$ cat src/arcb_pkg.sv
// Shared constants and types for the ARGB squared-space colour blender.
package arcb_pkg;

    localparam int RATIO_FRAC_BITS = 16;
    localparam int RATIO_IN_W      = 20;
    localparam int RATIO_W         = RATIO_FRAC_BITS + 1;
    localparam int CMP_W           = (RATIO_FRAC_BITS + 2 > RATIO_IN_W) ?
                                     RATIO_FRAC_BITS + 2 : RATIO_IN_W;

    localparam int CHAN_W   = 8;
    localparam int SQ_W     = 2 * CHAN_W;
    localparam int PROD_W   = RATIO_W + SQ_W;
    localparam int APROD_W  = RATIO_W + CHAN_W;
    localparam int ROOT_W   = CHAN_W;
    localparam int REM_W    = ROOT_W + 2;
    localparam int NCOLOUR  = 3;

    // Three weighting stages followed by four root stages of two bits each.
    localparam int NROOT_STG = ROOT_W / 2;
    localparam int NSTG      = 3 + NROOT_STG;

    typedef logic [CHAN_W-1:0] chan_t;
    typedef logic [SQ_W-1:0]   sq_t;
    typedef logic [ROOT_W-1:0] root_t;
    typedef logic [REM_W-1:0]  rem_t;

    // Register load enables of the weighting stages.
    typedef struct packed {
        logic s1;
        logic s2;
        logic s3;
    } arcb_load_t;

endpackage

$ cat src/arcb_root_stage.sv
// One register stage of the integer square root, resolving two root bits.
module arcb_root_stage (
    input  logic            clk,
    input  logic            load,
    input  arcb_pkg::sq_t   val_in,
    input  arcb_pkg::root_t root_in,
    input  arcb_pkg::rem_t  rem_in,
    output arcb_pkg::sq_t   val_out,
    output arcb_pkg::root_t root_out,
    output arcb_pkg::rem_t  rem_out
);
    import arcb_pkg::*;

    localparam int WIDE_W = REM_W + 2;

    sq_t   val_reg, val_next;
    root_t root_reg, root_next;
    rem_t  rem_reg, rem_next;

    logic [WIDE_W-1:0] rem_a, trial_a, rem_b, trial_b;
    root_t             root_a;

    // The value is shifted up each stage, so its top four bits are always the next pairs.
    always_comb
    begin
        rem_a   = {rem_in, val_in[SQ_W-1 -: 2]};
        trial_a = {2'b00, root_in, 2'b01};
        if (rem_a >= trial_a)
        begin
            rem_a  = rem_a - trial_a;
            root_a = {root_in[ROOT_W-2:0], 1'b1};
        end
        else
        begin
            root_a = {root_in[ROOT_W-2:0], 1'b0};
        end

        rem_b   = {rem_a[REM_W-1:0], val_in[SQ_W-3 -: 2]};
        trial_b = {2'b00, root_a, 2'b01};
        if (rem_b >= trial_b)
        begin
            rem_b     = rem_b - trial_b;
            root_next = {root_a[ROOT_W-2:0], 1'b1};
        end
        else
        begin
            root_next = {root_a[ROOT_W-2:0], 1'b0};
        end

        rem_next = rem_b[REM_W-1:0];
        val_next = {val_in[SQ_W-5:0], 4'b0000};
    end

    always_ff @(posedge clk)
    begin
        if (load)
        begin
            val_reg  <= val_next;
            root_reg <= root_next;
            rem_reg  <= rem_next;
        end
    end

    assign val_out  = val_reg;
    assign root_out = root_reg;
    assign rem_out  = rem_reg;

endmodule
$ cat config.mk
export PLATFORM = sky130hd
export DESIGN_NAME = arcb_root_stage
export DESIGN_NICKNAME = d
export VERILOG_FILES = /design/src/arcb_pkg.sv /design/src/arcb_root_stage.sv
export SDC_FILE = /design/constraint.sdc
export NUM_CORES = 1
export LEC_CHECK = 0
export BUFFER_PORTS_ARGS = -buffer_cell sky130_fd_sc_hd__buf_2
export CAP_MARGIN = 15
export CORE_ASPECT_RATIO = 0.9
export CORE_MARGIN = 4
export CORE_UTILIZATION = 45
export CTS_CLUSTER_DIAMETER = 50
export DETAILED_ROUTE_END_ITERATION = 10
export PLACE_DENSITY = 0.82
export SETUP_SLACK_MARGIN = 0.05
export SLEW_MARGIN = 20
export SYNTH_ARGS = -nofsm -noshare
export SYNTH_HDL_FRONTEND = slang
export SYNTH_SLANG_ARGS = --single-unit
$ cat constraint.sdc
create_clock -name clk -period 10.1 [get_ports clk]
set_input_delay 0 -clock clk [delete_from_list [all_inputs] [get_ports clk]]
set_output_delay 0 -clock clk [all_outputs]
set_load 0.02 [all_outputs]
==> results of run 1 <==
==> power by group through the flow <==
stage | combinational [mW] | sequential, mW | clock (mW)
after floorplan | 0.120 | 0.195 | 0
after global routing | 0.227 | 0.168 | 0.0955
after global placement | 0.196 | 0.169 | 0
final | 0.208 | 0.167 | 0.0866
after CTS | 0.205 | 0.167 | 0.0881
after detailed placement | 0.199 | 0.169 | 0
==> repair_timing <==
item | in CTS | in global routing
setup buffers | 0 | 0
endpoints found under the hold margin | 18 | 0
hold buffers | 18 | 0
==> area by class of cell <==
class / count / area share
clock buffer: 5 / 0.0241
clock inverter: 2 / 0.00351
inverter: 15 / 0.0206
multi-input combinational: 163 / 0.431
sequential: 30 / 0.316
tap: 62 / 0.0272
timing repair buffer: 83 / 0.177
==> stage by stage <==
step / power, mW / std cells / hold WS, ns / setup slack (ns) / cell area (um2)
finish: 0.462 / 360 / 0.112 / 5.45 / 2850
global route: 0.491 / 360 / 0.107 / 5.15 / 2850
CTS: 0.460 / 360 / 0.0603 / 5.51 / 2850
detailed placement: 0.368 / 335 / 0.178 / 5.75 / 2590
global placement: 0.364 / 335 / 0.177 / 5.89 / 2590
floorplan: 0.315 / 214 / 0.0989 / 6.46 / 2230
==> registers in the layout (all words and copies together) (netlist names) <==
signal and cells:
val_out 12, rem_out 10, root_out 8
==> cells by family after synthesis <==
family,share of synthesized area
AND/OR/NAND/NOR,0.150
AO/OA/AOI/OAI,0.185
flip-flops,0.407
buffers and inverters,0.0435
adder cells (fa/ha/maj),0.113
XOR/XNOR,0.0554
multiplexers,0.0446
other,0.00169
==> path summary, 6_finish.rpt <==
| path | depth (start not counted) | slack, ns | end | start |
|---|---|---|---|---|
| worst max-delay path | 19 | 5.45 | rem_out[4] | root_in[4] |
| worst min-delay path | 2 | 0.11 | rem_out[0] | val_in[12] |
==> metal layers <==
metal,wire [um],part of all wire
met1,2440,0.43
met2,2610,0.46
met3,478,0.084
met4,121,0.021
met5,0,0
==> layout by cell type, fill, tap and decap left out, types with 2 or more instances in the layout <==
cell type / n
a211oi_2: 2
dlygate4sd3_1: 18
conb_1: 4
ha_1: 20
a311oi_1: 3
o311ai_0: 3
o21ai_0: 10
nor2b_1: 4
or3_1: 2
a21oi_1: 14
nand2_1: 16
and3_1: 4
mux2_2: 3
inv_1: 14
o21a_1: 2
a21o_1: 4
nand3_1: 6
buf_2: 65
clkinv_2: 2
nor3_1: 5
clkbuf_8: 5
xnor2_1: 10
mux2i_1: 2
nand2b_1: 2
edfxtp_1: 30
a31oi_1: 2
nor2_1: 14
mux2_4: 3
xor2_1: 4
nand4_1: 2
==> results.toml, run 1 <==
[power]
seqPwrFrac = 0.361
p_clk_frac = 0.188
leakagePower_nw = 1.28
swShare = 0.359
switchingPower_uw = 166
pwr_density_cell_mw_per_mm2 = 162
p_int_uw = 296
vdd_drop_max_mv = 0.0761
p_comb_frac = 0.451

[logic_synthesis]
ys_async_sr_fraction = 0
syn_area_per_cell_um2 = 10.5
synth_common_cells = "edfxtp_1, ha_1, nand2_1"
synth_area_leaders = "edfxtp_1, ha_1, xnor2_1"
ys_types = 51
postSynthCellCount = 211
synthFlopType = "edfxtp_1"
yosysMostFrequentCell = "edfxtp_1"
yosysSeqAreaShare = 0.407
synth_top_cell_by_area = "edfxtp_1"
netlist.area_leader.share = 0.407
synth_warnings = 0
synth_edf_count = 30
syn_area_mm2 = 0.00221
synth_seq_cells = 30

[timing]
hold_violations = 0
fin_crit_ns = 4.65
worst_pin_slew_ns = 0.704
final.period_utilization = 0.460
fin_tns_setup_ns = 0
fmax_mhz = 215
final_max_slew_viol_count = 0
setup_violations = 0
rsz0062_at_grt = "no"
slew_headroom = 0.530

[finish]
syn_to_final_growth_pct = 28.7
fillers = 372
seq_area_um2 = 901
multi_input_area_mm2 = 0.00123
drive_gt1_frac = 0.295
diodes = 0
utilization = 0.619
fin_nets = 354

[global_route]
grt_usage = 0.194
grt_pass1_wl_um = 8910
overflow = 0
top_usage_layer = "met2"
use_met2 = 0.341
grt_util_met3 = 0.0327
antenna_found_initial = 0
grt_util_met1 = 0.236
grt_start_max_net_pins = 31
grt_pass1_vias = 1889

[clock_tree]
clk_pin_slew_ns = 0.06
cts.htree.levels = 2
cts_buffers = 5
cts_max_path_buffers = 2
post_cts_resized = 0
cts_tree = "done"
cts.sinks = 30
cts_root_buf = "clkbuf_8"

[floorplan]
die_x_um = 81.9
placement_rows = 23
start_util = 0.481
io_pins = 70
core_area_mm2 = 0.00460
dieArea_mm2 = 0.00611
fp.dieH_um = 74.6

[setup_path]
worst_setup_path_start_kind = "input port"
crit_path_top_delay_cell = "o21ai_2"
cp-end-kind = "flop"
cp_max_fo = 17
worstSetupPathType = "in -> reg"
crit_chain = "dlygate4sd3_1, buf_2, inv_1, ha_1, o21ai_0, nor2_1, a211oi_2, o21ai_2, mux2_2, ha_1, a21oi_1, nor2_1, o21a_1, a311oi_1, a21boi_1, nand3b_4, and2_4, inv_4, mux2_4"
slowest_delay_ns = 0.58
cp_top_family = "compound AO/OA/AOI/OAI gates"
worstPathRequired_ns = 10.13
cp.arrival_ns = 4.68
critPathBufInv = 4

[drt]
drtIter0Drc = 94
viasPerCell = 5.40
drtPass1Iterations = 4
wl_per_cell_um = 15.7
vias = 1945
wl_um = 5660
drcViolationCount = 0
postRouteAntennaNets = 0

[placed_design]
gp_congestion = 1.00
io_buffers = 65
hpwl_um = 4290

[outcome]
status = "completed"

[min_path]
hold_path_class = "in -> reg"

[run]
drv_cap = 0
Power figures use the tool's default switching activity.
==> inputs of run 2 (changes only) <==
- clock period: 10.1 -> 4.7 ns (I/O delays scaled with it)
==> run 2 against run 1 <==
  * Count of clock-buffer cells in the layout increased by 1
  * Largest power group unchanged
  * Clock power increased to 2.9 times the previous value
  * Die area unchanged
  * Critical path type unchanged
==> results.toml, run 2 (synthesis results as in run 1) <==
[outcome]
status = "completed"

[global_route]
top_usage_layer = "met2"
grt_start_max_net_pins = 31
use_met2 = 0.338
grt_pass1_wl_um = 9090
grt_util_met1 = 0.246
grt_usage = 0.196
antenna_found_initial = 0
grt_util_met3 = 0.0327
grt_pass1_vias = 1864
overflow = 0

[power]
leakagePower_nw = 1.30
pwr_density_cell_mw_per_mm2 = 365
p_clk_frac = 0.235
switchingPower_uw = 370
vdd_drop_max_mv = 0.175
seqPwrFrac = 0.337
p_comb_frac = 0.428
swShare = 0.346
p_int_uw = 698

[min_path]
hold_path_class = "in -> reg"
hold_end = "rem_out[0]"
hp-start = "val_in[12]"
holdPathStages = 2

[finish]
diodes = 0
fillers = 362
final_common_cell = "buf_2"
largest_register_ff_count = 12
fin_nets = 358
drive_gt1_frac = 0.307
syn_to_final_growth_pct = 32.3
utilization = 0.636
most-common-layout-cells = "buf_2, edfxtp_1, ha_1, dlygate4sd3_1, nand2_1"

[floorplan]
placement_rows = 23
dieArea_mm2 = 0.00611
fp.dieH_um = 74.6
start_util = 0.481
core_area_mm2 = 0.00460
io_pins = 70
die_x_um = 81.9

[placed_design]
io_buffers = 65
gp_congestion = 1.02
hpwl_um = 4250

[clock_tree]
clk_pin_slew_ns = 0.06
cts_root_buf = "clkbuf_8"
cts.htree.levels = 2
cts_tree = "done"
cts_buffers = 5
cts.sinks = 30
cts_max_path_buffers = 2

[setup_path]
crit_start = "root_in[1]"
cp.arrival_ns = 4.41
worst_setup_path_start_kind = "input port"
cp_max_fo = 7
worstPathRequired_ns = 4.73
cp-end-kind = "flop"
worstSetupPathType = "in -> reg"

[timing]
slew_headroom = 0.484
worst_pin_slew_ns = 0.768
final_max_slew_viol_count = 0
final.period_utilization = 0.933
rsz0062_at_grt = "no"
setup_violations = 0
fin_tns_setup_ns = 0
fin_crit_ns = 4.38
fmax_mhz = 228
hold_violations = 0

[drt]
wl_per_cell_um = 16.6
viasPerCell = 5.43
drcViolationCount = 0
wl_um = 6050
vias = 1982
drtIter0Drc = 126
drtPass1Iterations = 4
postRouteAntennaNets = 0

[run]
drv_cap = 0
==> run 2: cell type report <==
type                            count  area, um2  share of cell area
Multi-Input combinational cell    164       1250               0.428
Sequential cell                    30        901               0.307
Timing Repair Buffer               86        528               0.180
Tap cell                           62       77.6              0.0265
Clock buffer                        6       72.6              0.0248
Inverter                           15       58.8              0.0201
Clock inverter                      2       37.5              0.0128
==> run 2: per-stage QoR <==
stage          power, mW  hold WS [ns]  instances  setup WS [ns]  cell area [um2]
3_3_place_gp       0.783         0.177        335          0.487             2590
6_report            1.07        0.0976        365          0.316             2930
5_1_grt             1.13         0.106        365         0.0322             2930
4_1_cts             1.06        0.0619        361         0.0964             2880
2_1_floorplan      0.677        0.0989        214           1.06             2230
3_5_place_dp       0.792         0.178        335          0.346             2590
==> run 2: worst max-delay path by stage <==
stage / end / slack [ns] / cells after the start
floorplan: rem_out[3] / 1.06 / 19
global placement: rem_out[3] / 0.49 / 18
detailed placement: rem_out[4] / 0.35 / 18
CTS: rem_out[4] / 0.1 / 19
global route: rem_out[3] / 0.03 / 19
finish: rem_out[4] / 0.32 / 19
==> run 2: timing repair <==
action / in CTS / in global routing
hold endpoints to repair: 18 / 0
endpoints found under the setup margin: 0 / 11
setup buffers: 0 / 3
resized for setup: 0 / 3
hold buffers: 18 / 0
==> run 2: routing by layer <==
metal | up-vias | part of all wire | routed length, um
met2 | 95 | 0.47 | 2820
met4 | 0 | 0.0088 | 53
met5 | - | 0 | 0
li1 | 970 | - | -
met1 | 913 | 0.43 | 2590
met3 | 4 | 0.098 | 592
==> run 2: worst max-delay path: stages <==
cell	delay [ns]
dlygate4sd3_1	0.54
buf_2	0.13
inv_1	0.07
ha_1	0.37
nand2_1	0.07
o21ai_1	0.32
a211oi_4	0.15
o21ai_4	0.27
mux2_2	0.39
ha_1	0.38
a21oi_1	0.20
nor2_1	0.05
o21a_1	0.19
a311oi_1	0.23
a21boi_1	0.27
nand3b_4	0.21
and2_4	0.19
inv_4	0.06
mux2_4	0.30
==> run 2: power groups by stage <==
stage          Combinational (mW)  Sequential, mW  Clock, mW
6_report                    0.458           0.360      0.251
3_5_place_dp                0.428           0.364          0
3_3_place_gp                0.421           0.362          0
2_1_floorplan               0.257           0.419          0
4_1_cts                     0.442           0.359      0.255
5_1_grt                     0.496           0.362      0.267
==> inputs of run 3 (changes only) <==
- CTS_BUF_LIST: unset -> sky130_fd_sc_hd__clkbuf_8
==> run 3 against run 2 <==
  * Sequential cell count unchanged
  * Setup slack worse by 0.0016 ns
  * Via count increased by 0.15%
  * Utilization is the same
  * Power fell by 0.20%
  * Hold slack improved by 0.00080 ns
  * Clock power about the same
  * Largest power group unchanged
==> results.toml, run 3 (synthesis results as in run 1) <==
[min_path]
hold_path_class = "in -> reg"
hp-start = "val_in[12]"
holdPathStages = 2

[timing]
slew_headroom = 0.500
hold_violations = 0
holdWs_ns = 0.0984
final.setup.worst_slack_ns = 0.315
fin_crit_ns = 4.39
fin_tns_setup_ns = 0
setup_violations = 0
worst_pin_slew_ns = 0.744
final_max_slew_viol_count = 0
final.period_utilization = 0.933
rsz0062_at_grt = "no"
fmax_mhz = 228

[clock_tree]
cts_root_buf = "clkbuf_8"
cts.sinks = 30
cts.htree.levels = 2
cts_tree = "done"
clk_pin_slew_ns = 0.06
cts_buffers = 5
cts_max_path_buffers = 2

[finish]
largest_register_ff_count = 12
fin_nets = 358
most-common-layout-cells = "buf_2, edfxtp_1, ha_1, dlygate4sd3_1, nand2_1"
diodes = 0
syn_to_final_growth_pct = 32.3
final_common_cell = "buf_2"
instances_no_fill = 365
drive_gt1_frac = 0.307

[floorplan]
core_area_mm2 = 0.00460
placement_rows = 23
die_x_um = 81.9
io_pins = 70
dieArea_mm2 = 0.00611
fp.dieH_um = 74.6
start_util = 0.481

[setup_path]
crit_start = "root_in[1]"
worstSetupPathType = "in -> reg"
cp-end-kind = "flop"
cp.arrival_ns = 4.41
worstPathRequired_ns = 4.73
cp_max_fo = 7
worst_setup_path_start_kind = "input port"

[global_route]
grt_start_max_net_pins = 31
grt_pass1_wl_um = 9090
antenna_found_initial = 0
grt_pass1_vias = 1864
grt_usage = 0.196
overflow = 0

[drt]
vias = 1985
drtIter0Drc = 136
wl_um = 6060
postRouteAntennaNets = 0
viasPerCell = 5.44
drtPass1Iterations = 4
wl_per_cell_um = 16.6
drcViolationCount = 0

[power]
vdd_drop_max_mv = 0.175
pwr_density_cell_mw_per_mm2 = 364
leakagePower_nw = 1.31
total_power_mw = 1.07

[placed_design]
hpwl_um = 4250
pre_cts_ws_ns = 0.346
io_buffers = 65
gp_congestion = 1.02
dpl.cell_count = 335

[run]
drv_cap = 0

[outcome]
status = "completed"
## run 3: cell types whose count changed in the layout (fill, tap and decap cells not counted)
cell      delta
clkbuf_1     -1
inv_1        +1
## run 3: final timing paths
path | end | slack, ns
hold / removal | rem_out[0] | 0.1
setup / recovery | rem_out[4] | 0.31
## run 3: through the flow
step	area (um2)	utilization
floorplan	2230	-
global placement	2590	0.563
detailed placement	2590	0.563
CTS	2880	0.626
global route	2930	0.636
finish	2930	0.636
## run 3: final cells by class
| class | instances | area (um2) |
|---|---|---|
| Fill cell | 362 | 1670 |
| Multi-Input combinational cell | 164 | 1250 |
| Sequential cell | 30 | 901 |
| Timing Repair Buffer | 86 | 528 |
| Tap cell | 62 | 77.6 |
| Clock buffer | 5 | 68.8 |
| Inverter | 15 | 58.8 |
| Clock inverter | 3 | 41.3 |
## run 3: worst max-delay path, stage by stage
cell	delay, ns
dlygate4sd3_1	0.54
buf_2	0.13
inv_1	0.07
ha_1	0.37
nand2_1	0.07
o21ai_1	0.33
a211oi_4	0.15
o21ai_4	0.27
mux2_2	0.39
ha_1	0.38
a21oi_1	0.20
nor2_1	0.05
o21a_1	0.19
a311oi_1	0.23
a21boi_1	0.27
nand3b_4	0.21
and2_4	0.19
inv_4	0.06
mux2_4	0.30
## run 3: repair_timing
| item | CTS | global route |
|---|---|---|
| hold buffers | 18 | 0 |
| gates resized for setup | 0 | 3 |
| endpoints found under the setup margin | 0 | 11 |
| hold endpoints to repair | 18 | 0 |
| buffers inserted | 0 | 3 |
## run 3: power by group
group | switching, mW | internal (mW)
logic | 0.267 | 0.191
clock network | 0.0935 | 0.156
registers | 0.0101 | 0.350
## run 3: metal layers
metal / up-vias / share of wire / track usage
li1: 970 / - / -
met1: 909 / 0.43 / 0.246
met2: 100 / 0.47 / 0.338
met3: 6 / 0.098 / 0.0327
met4: 0 / 0.0099 / 0.0775
met5: - / 0 / 0
